File: src/rtl/fnvht_pkg.sv
// Shared constants for the FNV-1a route hash table.
// No dependencies; used by the top level.
`default_nettype none
package fnvht_pkg;
  localparam int TABLE_DEPTH_DEF = 32;
  localparam int MAX_KEYS_DEF    = 16;
  localparam int TS_W            = 6;

  localparam logic [31:0] FNV_BASIS = 32'd2166136261;
  localparam logic [31:0] FNV_PRIME = 32'd16777619;

  localparam logic [1:0] KIND_INSERT = 2'd0;
  localparam logic [1:0] KIND_LOOKUP = 2'd1;
  localparam logic [1:0] KIND_CLEAR  = 2'd2;

  localparam logic [1:0] ST_INSERTED  = 2'd0;
  localparam logic [1:0] ST_FOUND     = 2'd1;
  localparam logic [1:0] ST_NOT_FOUND = 2'd2;
  localparam logic [1:0] ST_FULL      = 2'd3;
endpackage
`default_nettype wire

File: src/rtl/fnvht_if.sv
// Valid/ready channels for key bytes in and result words out.
// No dependencies.
`default_nettype none
interface fnvht_req_if;
  logic       valid;
  logic       ready;
  logic [1:0] kind;
  logic [7:0] key_byte;
  logic       last_byte;
  logic [3:0] route_id;
  modport source (output valid, kind, key_byte, last_byte, route_id, input ready);
  modport sink   (input valid, kind, key_byte, last_byte, route_id, output ready);
endinterface

interface fnvht_rsp_if;
  logic        valid;
  logic        ready;
  logic [1:0]  status;
  logic [4:0]  slot;
  logic [3:0]  found_route;
  logic [31:0] key_hash;
  logic [4:0]  probe_offset;
  modport source (output valid, status, slot, found_route, key_hash, probe_offset,
                  input ready);
  modport sink   (input valid, status, slot, found_route, key_hash, probe_offset,
                  output ready);
endinterface
`default_nettype wire

File: src/rtl/fnvht_ram.sv
// Generic single-write, single-read RAM with registered read data.
// No dependencies.
`default_nettype none
module fnvht_ram #(
  parameter int WIDTH = 8,
  parameter int DEPTH = 16,
  localparam int AW = (DEPTH > 1) ? $clog2(DEPTH) : 1
) (
  input  wire logic             clk,
  input  wire logic             we,
  input  wire logic [AW-1:0]    waddr,
  input  wire logic [WIDTH-1:0] wdata,
  input  wire logic [AW-1:0]    raddr,
  output logic      [WIDTH-1:0] rdata
);
  logic [WIDTH-1:0] mem [DEPTH];

  always_ff @(posedge clk) begin
    if (we) begin
      mem[waddr] <= wdata;
    end
    rdata <= mem[raddr];
  end
endmodule
`default_nettype wire

File: src/rtl/fnvht_top.sv
// FNV-1a keyed route table with linear probing: top level.
// Depends on fnvht_pkg, fnvht_if and fnvht_ram.
//
// Each byte that is not last is folded into the hash (one 32x32 multiply) and
// the block stays ready. A last byte of an insert or lookup scans the key store,
// one entry a cycle, then runs a bit-serial modulo by the slot count (a lookup
// with no match, or an insert with no match and no free entry, ends after the
// scan). An insert then probes the slot RAM slot by slot; a lookup reads its
// slot once. After reset and after a clear the block sweeps both RAMs with ready
// low. Non-last bytes are accepted while a result word waits to be taken.
`default_nettype none
module fnv1a_linear_probe_hash_table_top
  import fnvht_pkg::*;
#(
  parameter int TABLE_DEPTH = TABLE_DEPTH_DEF,
  parameter int MAX_KEYS    = MAX_KEYS_DEF
) (
  input  wire logic            clk,
  input  wire logic            rst,
  input  wire logic            cfg_we,
  input  wire logic [TS_W-1:0] cfg_data,
  fnvht_req_if.sink            req,
  fnvht_rsp_if.source          rsp
);
  localparam int SW        = $clog2(TABLE_DEPTH);
  localparam int TSW       = $clog2(TABLE_DEPTH + 1);
  localparam int CW        = (TSW > TS_W) ? TSW : TS_W;
  localparam int KW        = (MAX_KEYS > 1) ? $clog2(MAX_KEYS) : 1;
  localparam int KCW       = $clog2(MAX_KEYS + 1);
  localparam int SWEEP_LEN = (TABLE_DEPTH > MAX_KEYS) ? TABLE_DEPTH : MAX_KEYS;
  localparam int SCW       = $clog2(SWEEP_LEN);
  localparam int STW       = 1 + 32 + SW;

  localparam logic [3:0] S_SWEEP    = 4'd0;
  localparam logic [3:0] S_IDLE     = 4'd1;
  localparam logic [3:0] S_SEARCH   = 4'd2;
  localparam logic [3:0] S_DIV      = 4'd3;
  localparam logic [3:0] S_PROBE_RD = 4'd4;
  localparam logic [3:0] S_PROBE_CK = 4'd5;
  localparam logic [3:0] S_LK_RD    = 4'd6;
  localparam logic [3:0] S_LK_CK    = 4'd7;
  localparam logic [3:0] S_DONE     = 4'd8;

  logic [3:0]      state;
  logic [TS_W-1:0] slot_count;
  logic [31:0]     acc;
  logic [31:0]     hreg;
  logic [1:0]      op;
  logic [3:0]      route;
  logic [SCW-1:0]  sweep_cnt;

  logic [KCW-1:0]  cnt;
  logic            rd_pend;
  logic [KW-1:0]   ev_idx;
  logic            match_found;
  logic [KW-1:0]   match_idx;
  logic [SW-1:0]   match_off;
  logic            free_found;
  logic [KW-1:0]   free_idx;

  logic [31:0]     dvd;
  logic [TSW-1:0]  rem;
  logic [5:0]      div_cnt;

  logic [SW-1:0]   s;
  logic [SW-1:0]   o;
  logic [31:0]     sum;

  logic [1:0]      res_status;
  logic [SW-1:0]   res_slot;
  logic [3:0]      res_route;
  logic [SW-1:0]   res_off;

  // effective table size, clamped to 1..TABLE_DEPTH
  logic [TSW-1:0]  ts_eff;
  always_comb begin
    if (slot_count == '0) begin
      ts_eff = TSW'(1);
    end else if (CW'(slot_count) > CW'(TABLE_DEPTH)) begin
      ts_eff = TSW'(TABLE_DEPTH);
    end else begin
      ts_eff = TSW'(slot_count);
    end
  end

  logic [31:0] mix;
  logic [31:0] h_comb;
  assign mix    = acc ^ {24'b0, req.key_byte};
  assign h_comb = mix * FNV_PRIME;

  assign req.ready = (state == S_IDLE);
  logic in_acc;
  assign in_acc = req.valid && req.ready;

  // divider step
  logic [TSW:0] dt;
  logic [TSW:0] dsub;
  logic [TSW-1:0] rem_step;
  assign dt       = {rem, dvd[31]};
  assign dsub     = dt - {1'b0, ts_eff};
  assign rem_step = (dt >= {1'b0, ts_eff}) ? dsub[TSW-1:0] : dt[TSW-1:0];

  // probe advance
  logic [TSW:0] s_inc;
  logic [TSW:0] o_inc;
  logic [31:0]  sum_next;
  assign s_inc    = (TSW + 1)'(s) + 1'b1;
  assign o_inc    = (TSW + 1)'(o) + 1'b1;
  assign sum_next = sum + 32'd1;

  // RAMs
  logic            sl_we;
  logic [SW-1:0]   sl_waddr;
  logic [4:0]      sl_wdata;
  logic [SW-1:0]   sl_raddr;
  logic [4:0]      sl_rdata;
  logic            st_we;
  logic [KW-1:0]   st_waddr;
  logic [STW-1:0]  st_wdata;
  logic [STW-1:0]  st_rdata;
  logic [KW-1:0]   entry;

  assign entry = match_found ? match_idx : free_idx;

  always_comb begin
    if (state == S_SWEEP) begin
      sl_we    = (SCW'(sweep_cnt) < SCW'(TABLE_DEPTH)) || (SWEEP_LEN == TABLE_DEPTH);
      sl_waddr = sweep_cnt[SW-1:0];
      sl_wdata = '0;
      st_we    = (sweep_cnt < SCW'(MAX_KEYS)) || (SWEEP_LEN == MAX_KEYS);
      st_waddr = sweep_cnt[KW-1:0];
      st_wdata = '0;
    end else begin
      sl_we    = (state == S_PROBE_CK) && !sl_rdata[4];
      sl_waddr = s;
      sl_wdata = {1'b1, route};
      st_we    = sl_we;
      st_waddr = entry;
      st_wdata = {1'b1, hreg, o};
    end
    sl_raddr = (state == S_LK_RD) ? rem[SW-1:0] : s;
  end

  fnvht_ram #(.WIDTH(5), .DEPTH(TABLE_DEPTH)) u_slot_ram (
    .clk(clk), .we(sl_we), .waddr(sl_waddr), .wdata(sl_wdata),
    .raddr(sl_raddr), .rdata(sl_rdata)
  );

  fnvht_ram #(.WIDTH(STW), .DEPTH(MAX_KEYS)) u_store_ram (
    .clk(clk), .we(st_we), .waddr(st_waddr), .wdata(st_wdata),
    .raddr(cnt[KW-1:0]), .rdata(st_rdata)
  );

  logic          e_valid;
  logic [31:0]   e_hash;
  assign e_valid = st_rdata[STW-1];
  assign e_hash  = st_rdata[SW+:32];

  always_ff @(posedge clk) begin
    if (rst) begin
      state      <= S_SWEEP;
      slot_count <= TS_W'(32);
      acc        <= FNV_BASIS;
      sweep_cnt  <= '0;
      rsp.valid  <= 1'b0;
      rd_pend    <= 1'b0;
    end else begin
      if (cfg_we) begin
        slot_count <= cfg_data;
      end
      if (rsp.valid && rsp.ready && state != S_DONE) begin
        rsp.valid <= 1'b0;
      end
      case (state)
        S_SWEEP: begin
          if (sweep_cnt == SCW'(SWEEP_LEN - 1)) begin
            sweep_cnt <= '0;
            state     <= S_IDLE;
          end else begin
            sweep_cnt <= sweep_cnt + 1'b1;
          end
        end
        S_IDLE: begin
          if (in_acc) begin
            hreg  <= h_comb;
            op    <= req.kind;
            route <= req.route_id;
            if (!req.last_byte) begin
              acc <= h_comb;
            end else begin
              acc         <= FNV_BASIS;
              cnt         <= '0;
              rd_pend     <= 1'b0;
              match_found <= 1'b0;
              free_found  <= 1'b0;
              if (req.kind == KIND_INSERT || req.kind == KIND_LOOKUP) begin
                state <= S_SEARCH;
              end else if (req.kind == KIND_CLEAR) begin
                state <= S_SWEEP;
              end
            end
          end
        end
        S_SEARCH: begin
          // keep the first matching entry and the first free one
          if (rd_pend) begin
            if (e_valid && e_hash == hreg && !match_found) begin
              match_found <= 1'b1;
              match_idx   <= ev_idx;
              match_off   <= st_rdata[SW-1:0];
            end
            if (!e_valid && !free_found) begin
              free_found <= 1'b1;
              free_idx   <= ev_idx;
            end
          end
          if (cnt != KCW'(MAX_KEYS)) begin
            rd_pend <= 1'b1;
            ev_idx  <= cnt[KW-1:0];
            cnt     <= cnt + 1'b1;
          end else begin
            rd_pend <= 1'b0;
            if (!rd_pend) begin
              res_slot  <= '0;
              res_route <= '0;
              res_off   <= '0;
              rem       <= '0;
              div_cnt   <= '0;
              if (op == KIND_INSERT) begin
                if (!match_found && !free_found) begin
                  res_status <= ST_FULL;
                  state      <= S_DONE;
                end else begin
                  dvd   <= hreg;
                  state <= S_DIV;
                end
              end else if (!match_found) begin
                res_status <= ST_NOT_FOUND;
                state      <= S_DONE;
              end else begin
                dvd   <= hreg + 32'(match_off);
                state <= S_DIV;
              end
            end
          end
        end
        S_DIV: begin
          rem     <= rem_step;
          dvd     <= {dvd[30:0], 1'b0};
          div_cnt <= div_cnt + 1'b1;
          if (div_cnt == 6'd31) begin
            if (op == KIND_INSERT) begin
              s     <= rem_step[SW-1:0];
              o     <= '0;
              sum   <= hreg;
              state <= S_PROBE_RD;
            end else begin
              state <= S_LK_RD;
            end
          end
        end
        S_PROBE_RD: begin
          state <= S_PROBE_CK;
        end
        S_PROBE_CK: begin
          if (!sl_rdata[4]) begin
            res_status <= ST_INSERTED;
            res_slot   <= s;
            res_route  <= route;
            res_off    <= o;
            state      <= S_DONE;
          end else if (o_inc == {1'b0, ts_eff}) begin
            res_status <= ST_FULL;
            state      <= S_DONE;
          end else begin
            // the 32-bit sum wraps to zero, and the slot with it
            o   <= o_inc[SW-1:0];
            sum <= sum_next;
            if (sum_next == 32'd0 || s_inc == {1'b0, ts_eff}) begin
              s <= '0;
            end else begin
              s <= s_inc[SW-1:0];
            end
            state <= S_PROBE_RD;
          end
        end
        S_LK_RD: begin
          state <= S_LK_CK;
        end
        S_LK_CK: begin
          res_status <= ST_FOUND;
          res_slot   <= rem[SW-1:0];
          res_route  <= sl_rdata[3:0];
          res_off    <= match_off;
          state      <= S_DONE;
        end
        S_DONE: begin
          if (!rsp.valid || rsp.ready) begin
            rsp.valid        <= 1'b1;
            rsp.status       <= res_status;
            rsp.slot         <= 5'(res_slot);
            rsp.found_route  <= res_route;
            rsp.key_hash     <= hreg;
            rsp.probe_offset <= 5'(res_off);
            state            <= S_IDLE;
          end
        end
        default: begin
          state <= S_IDLE;
        end
      endcase
    end
  end

  a_ts_range: assert property (@(posedge clk) disable iff (rst)
    ts_eff != '0 && TSW'(ts_eff) <= TSW'(TABLE_DEPTH))
    else $error("effective table size out of range");

  a_rem_below_ts: assert property (@(posedge clk) disable iff (rst)
    (state == S_PROBE_RD || state == S_LK_RD) |-> rem < ts_eff || state == S_PROBE_RD)
    else $error("modulo result not below table size");

  a_probe_in_table: assert property (@(posedge clk) disable iff (rst)
    (state == S_PROBE_CK) |-> (TSW + 1)'(s) < {1'b0, ts_eff}
      && (TSW + 1)'(o) < {1'b0, ts_eff})
    else $error("probe left the table");

  a_sweep_after_reset: assert property (@(posedge clk) disable iff (rst)
    $past(rst) |-> !req.ready)
    else $error("ready during reset sweep");
endmodule
`default_nettype wire
File: src/flat_wrapper.sv
// flat-port wrapper written by rule: the top's interface ports become plain ports
module fnv1a_linear_probe_hash_table_top_flat import fnvht_pkg::*;
#(
  parameter int TABLE_DEPTH = TABLE_DEPTH_DEF,
  parameter int MAX_KEYS    = MAX_KEYS_DEF
)
  (clk, rst, cfg_we, cfg_data, req_valid, req_kind, req_key_byte, req_last_byte, req_route_id, req_ready, rsp_valid, rsp_status, rsp_slot, rsp_found_route, rsp_key_hash, rsp_probe_offset, rsp_ready);
  fnvht_req_if req_i ();
  fnvht_rsp_if rsp_i ();
  input  wire logic clk;
  input  wire logic rst;
  input  wire logic cfg_we;
  input  wire logic [TS_W-1:0] cfg_data;
  input wire logic [$bits(req_i.valid)-1:0] req_valid;
  input wire logic [$bits(req_i.kind)-1:0] req_kind;
  input wire logic [$bits(req_i.key_byte)-1:0] req_key_byte;
  input wire logic [$bits(req_i.last_byte)-1:0] req_last_byte;
  input wire logic [$bits(req_i.route_id)-1:0] req_route_id;
  output wire logic [$bits(req_i.ready)-1:0] req_ready;
  output wire logic [$bits(rsp_i.valid)-1:0] rsp_valid;
  output wire logic [$bits(rsp_i.status)-1:0] rsp_status;
  output wire logic [$bits(rsp_i.slot)-1:0] rsp_slot;
  output wire logic [$bits(rsp_i.found_route)-1:0] rsp_found_route;
  output wire logic [$bits(rsp_i.key_hash)-1:0] rsp_key_hash;
  output wire logic [$bits(rsp_i.probe_offset)-1:0] rsp_probe_offset;
  input wire logic [$bits(rsp_i.ready)-1:0] rsp_ready;
  assign req_i.valid = req_valid;
  assign req_i.kind = req_kind;
  assign req_i.key_byte = req_key_byte;
  assign req_i.last_byte = req_last_byte;
  assign req_i.route_id = req_route_id;
  assign req_ready = req_i.ready;
  assign rsp_valid = rsp_i.valid;
  assign rsp_status = rsp_i.status;
  assign rsp_slot = rsp_i.slot;
  assign rsp_found_route = rsp_i.found_route;
  assign rsp_key_hash = rsp_i.key_hash;
  assign rsp_probe_offset = rsp_i.probe_offset;
  assign rsp_i.ready = rsp_ready;
  fnv1a_linear_probe_hash_table_top #(.TABLE_DEPTH(TABLE_DEPTH), .MAX_KEYS(MAX_KEYS)) u_core (.clk(clk), .rst(rst), .cfg_we(cfg_we), .cfg_data(cfg_data), .req(req_i), .rsp(rsp_i));
endmodule
File: config.mk
export PLATFORM = sky130hd
export DESIGN_NAME = fnv1a_linear_probe_hash_table_top_flat
export DESIGN_NICKNAME = d
export VERILOG_FILES = /design/src/rtl/fnvht_pkg.sv /design/src/rtl/fnvht_if.sv /design/src/rtl/fnvht_ram.sv /design/src/rtl/fnvht_top.sv /design/src/flat_wrapper.sv
export SDC_FILE = /design/constraint.sdc
export NUM_CORES = 2
export LEC_CHECK = 0
export BUFFER_PORTS_ARGS = -buffer_cell sky130_fd_sc_hd__clkbuf_2
export CAP_MARGIN = 20
export CORE_MARGIN = 2
export CORE_UTILIZATION = 44
export CTS_BUF_LIST = sky130_fd_sc_hd__clkbuf_16
export DETAILED_ROUTE_END_ITERATION = 12
export GPL_ROUTABILITY_DRIVEN = 0
export HOLD_SLACK_MARGIN = 0.06
export PLACE_DENSITY_LB_ADDON = 0.08
export SLEW_MARGIN = 20
export SYNTH_ARGS = -nofsm -noshare
export SYNTH_HDL_FRONTEND = slang
export SYNTH_SLANG_ARGS = --single-unit
File: constraint.sdc
create_clock -name clk -period 7.65 [get_ports clk]
set_input_delay 0.765 -clock clk [delete_from_list [all_inputs] [get_ports clk]]
set_output_delay 0.765 -clock clk [all_outputs]
set_load 0.01 [all_outputs]
# Word level (Yosys, flattened, before mapping)
# Memory sizes are Yosys's and may differ from the RTL's. A register that Yosys moved wholly into a read port is not among the register bits.
# Index checks and enable logic that the tools add are counted.
# word_totals
regBits	261
ram_bits	768
in_bits	26
output_inout_bits	50
word_cells	220
n_memories	2
# classes
n_addsub	8
multipliers	1
magnitude_cmp	3
eq_ne	38
n_mux	94
n_bitwise	2
n_reduce_logical	41
# memory_table
name	depth	word_bits	rd	rd_clocked_by_memory_dff	wr	line	source
u_core.u_store_ram.mem	16	38	1	1	1	fnvht_ram.sv:16	logic [WIDTH-1:0] mem [DEPTH];
u_core.u_slot_ram.mem	32	5	1	1	1	fnvht_ram.sv:16	
# ops
cell	count
$mux 32	10
$pmux 32 s2	2
$mux 5	20
$mux 4	19
$mux 38	1
$pmux 4 s9	1
$add 32x1->32 const B	1
$add 32x5->32	1
$eq 32x32->1	1
$logic_not 32->1	1
$mul 32x25->32 const B	1
$xor 32x8->32	1
$mux 6	5
$pmux 5 s2	3
$pmux 5 s3	2
$pmux 6 s2	2
$reduce_and 6->1	4
$eq 4x3->1 const B	4
$mux 1	16
$mux 2	8
$ne 2x2->1 const B	8
$eq 7x6->1	2
$ne 2x1->1 const B	7
$add 5x1->6 const B	2
36 further kinds	65

# Longest topological paths before layout
# depth
depth_word	9
mapped_depth	21

# Hierarchy
# Synthesis repeated with hierarchy kept, for this count alone.
# hier_totals
hier_cells	3085
hier_area_um2	48387.7
# modules_own_cells
mod	instances	cells_each	area_per_inst_um2	seq_area_each_um2
fnvht_ram at u_core.u_store_ram	1	989	23570.1	19018.2
fnv1a_linear_probe_hash_table_top	1	1818	18474.0	7347.0
fnvht_ram at u_core.u_slot_ram	1	278	6343.6	4904.7

# Worst setup path after synthesis
# Ideal clock, no wire load.
# synth_timing
path_type	input to register
start	input req_key_byte[2]
end	register u_core.hreg[30], data pin
setup_ns	0.255
t_arrival_ns	5.505
required_time_ns	7.395
path_slack_ns	1.890
path_stages	18
path_cell_list	xor2_1 > ha_1 > ha_1 > fa_1 > ha_1 > fa_1 > ha_1 > inv_1 > fa_1 > inv_1 > ha_1 > nand3_1 > nor4b_1 > nor4_2 > a2111o_1 > a2111oi_0 > o21ai_0 > and2_1
# synth_between
elab_chain_len	2
# synth_rtl
element	line	source
start: declaration	flat_wrapper.sv:16	input wire logic [$bits(req_i.key_byte)-1:0] req_key_byte;
$xor 32x8->32	fnvht_top.sv:88	assign mix = acc ^ {24'b0, req.key_byte};
$mul 32x25->32	fnvht_top.sv:89	assign h_comb = mix * FNV_PRIME;
named net u_core.h_comb[30]	fnvht_top.sv:87	logic [31:0] h_comb;
end signal: assignment	fnvht_top.sv:185	hreg <= h_comb;
end: declaration	fnvht_top.sv:47	logic [31:0] hreg;
# The timed path passes the listed nets, and every way through them passes these cells.
# A chain may end at the register's enable or synchronous reset.

# Worst setup path after layout
# layout_timing
start	register u_core.acc[2]
end	register u_core.hreg[30], data pin
# layout_between
elab_chain_len	2
# layout_rtl
element	line	source
start: declaration	fnvht_top.sv:46	logic [31:0] acc;
start signal: assignment	fnvht_top.sv:189	acc <= h_comb;
$xor 32x8->32	fnvht_top.sv:88	
$mul 32x25->32	fnvht_top.sv:89	
named net u_core.h_comb[30]	fnvht_top.sv:87	
# The timed path passes the listed nets, and every way through them passes these cells.

==> flow_metrics.tcl <==
set metrics [dict create \
    status "finished clean" \
    clockPowerShare_pct 39.4 \
    power_density_nw_per_um2 248 \
    avgViaCountPerCell 5.63 \
    syn_nets 3626 \
    synth_edf_count 980 \
    hold_viol 0 \
    seq_power_share_pct 48.4 \
    p_leak_uw 0.0199 \
    avgRoutedWirePerCell_um 25.5 \
    finalMaxSlewViolations 0 \
    grt_max_degree 100 \
    cp_slowest_cell "a2111oi_0" \
    ys_top_cells_by_area "edfxtp_1, mux4_2, ha_1, dfxtp_1, fa_1" \
    layout-drive-gt1-share_pct 14.5 \
    io_buffers 75 \
    fp-row-count 122 \
    ir_worst_vdd_v 0.000184 \
    setup_tns_ps 0 \
    criticalPathCategory "reg -> reg" \
    firstDrtPassIters 5 \
    startpoint "u_core.acc[2]" \
    area_growth_pct 12.6 \
    synth_flop_cell "edfxtp_1" \
    synthArstFlopShare_pct 0 \
    regToRegStartpoint "u_core.acc[2]" \
    antenna_found_initial 1 \
    hold_start "req_route_id[0]" \
    fin_crit_sh_pct 79.6 \
    hold_path_class "in -> reg" \
    die-area_um2 114000 \
    power_frac_comb_pct 12.2 \
    final.min_clock_period_ps 6090 \
    worst_pin_slew_ps 1140 \
    yosysSeqAreaShare_pct 64.0 \
    avgSynthCellArea_um2 14.7 \
    grt_pass1_wl_mm 189 \
    drt-total-wl_mm 128 \
    r2r_cells 18 \
    yosys_warnings 0 \
    synth_cells 3321 \
    htreeDepth 3 \
    ys_top_cells_by_count "edfxtp_1, nand2_1, inv_1" \
    core_area_um2 110000 \
    path_buf_inv 2 \
    p_int_uw 10200 \
    chipHeight_um 337 \
    drt_iter0_markers 2351 \
    overflow 0 \
    clock_path_buffers 3 \
    ys_types 78 \
    critical-path-top-delay-family "adder cells" \
    syn-cell-area_um2 48900 \
    vias 28261 \
    postCtsResizedCells 0 \
    grt_pass1_vias 28617 \
    critPathMaxFanout 6 \
    cts_tree "done" \
    cpMostUsedCell "ha_1" \
    diodes 0 \
    cp_slowest_stage_delay_ps 550 \
    ant_nets 0 \
    drv_cap 0 \
    rsz0062_at_grt "no" \
    arrival_ps 6550 \
    cts_hold_buf 0 \
    synth.most_common_cell "edfxtp_1" \
    crit_required_ps 8110 \
    synth_area_leader_cell "edfxtp_1" \
    postCtsSetupRepairBufs 0 \
    setup_viol 0 \
    root_buffer "clkbuf_16" \
    hold_depth 1 \
    insertion_delay_ps 710 \
    cp-start-kind "flip-flop" \
    ios 76 \
    crit_chain "xor2_1 > ha_1 > ha_1 > fa_1 > ha_1 > fa_1 > ha_1 > inv_1 > fa_1 > inv_1 > ha_1 > nand3_1 > nor4b_1 > nor4_2 > a2111o_1 > a2111oi_0 > o21ai_0 > and2_1" \
    power_switching_uw 3410 \
    dpl.hpwl_mm 79.1 \
    drcViolationCount 0 \
    layout.nets 3742 \
    path_clk_slew_ps 60 \
    die_x_um 337 \
    grt_use_total_pct 22.7 \
    fin_area_um2 55000 \
    num-fill-cells 9351 \
    fin_worst_skew_ps 32.2 \
    cts_buffers 111 \
    start_util_pct 44.3 \
    fmax_ghz 0.164 \
    netSwitchingFraction_pct 25.0 \
    critPathCaptureType "flip-flop" \
    cts.sinks 1072 \
    yosysTopAreaCellShare_pct 60.2 \
    slew_headroom_pct 23.7 \
    placed_cell_area_um2 51300 \
    ys_ff_latch 1072 \
    crit_cells 18 \
]
[registers in the layout, indices dropped and copies added (netlist names), 32 cells and up]
register                  cells
u_core.acc                   32
u_core.dvd                   32
u_core.hreg                  32
u_core.rsp.key_hash          32
u_core.sum                   32
u_core.u_slot_ram.mem       160
u_core.u_store_ram.mem      608
u_core.u_store_ram.rdata     38
[power groups by stage]
stage / sequential [uW] / combinational (uW) / clock (uW)
floorplan: 6720 / 1120 / 0
global placement: 6720 / 1630 / 0
detailed placement: 6730 / 1640 / 0
CTS: 6610 / 1650 / 5500
global route: 6610 / 1840 / 5740
finish: 6610 / 1670 / 5380
[final timing paths]
| check | end | slack, ps |
|---|---|---|
| max | u_core.hreg[30] | 1560 |
| min reg2reg | u_core.rsp.probe_offset[0] | 400 |
| min | u_core.route[0] | 250 |
| max reg2reg | u_core.hreg[30] | 1560 |
[logic make-up after synthesis]
group / after synthesis / synth area share [%]
AOI/OAI and AO/OA: 484 / 6.33
DFF: 1072 / 64.0
and+or+nand+nor: 676 / 6.58
xor gates and xnor gates: 169 / 3.03
muxes: 292 / 9.03
adders and majority gates: 279 / 8.31
buffers and inverters: 349 / 2.71
[routing by layer]
layer  up-vias  part of all wire (%)  track usage [%]  wire length, um
met5         -                     0                0                0
met4         0                   1.9             4.90             2450
met3       166                   5.2             3.41             6660
met2       796                    47             36.9            60700
met1     14551                    46             32.5            58400
li1      12748                     -                -                -
[area by class of cell]
type                       count  area [um^2]  area share (%)
multi-input combinational   1900        16500            30.0
sequential                  1072        31300            56.8
inverter                     206          773            1.41
timing repair buffer         146          966            1.76
tap                         1488         1860            3.38
clock inverter                97          847            1.54
clock buffer                 112         2800            5.09
[layout by cell type (no fill, tap or decap), drive strengths merged, types with 56 or more instances in the layout]
cell type / Yosys / layout
buf: 29 / 71
nand2: 270 / 270
clkinv: 2 / 64
o21ai: 171 / 171
dfxtp: 92 / 92
inv: 204 / 224
nor2: 150 / 150
ha: 203 / 203
edfxtp: 980 / 980
xor2: 84 / 84
fa: 76 / 76
nand3: 57 / 57
nor2b: 56 / 56
clkbuf: 114 / 187
a21oi: 94 / 94
mux4: 116 / 116
mux2i: 145 / 145
xnor2: 85 / 85
[stage by stage]
stage / instances / worst slack (ps) / utilization, % / power, uW / hold WS [ps]
final: 5021 / 1560 / 49.9 / 13700 / 252
after global routing: 5021 / 1210 / 49.9 / 14200 / 215
after CTS: 5019 / 1590 / 49.8 / 13800 / 202
after detailed placement: 4810 / 1120 / 46.5 / 8370 / 395
after global placement: 4808 / 1300 / 46.5 / 8350 / 398
after floorplan: 3321 / 1890 / - / 7840 / 386
No activity file was read; power rests on OpenSTA's default activity.
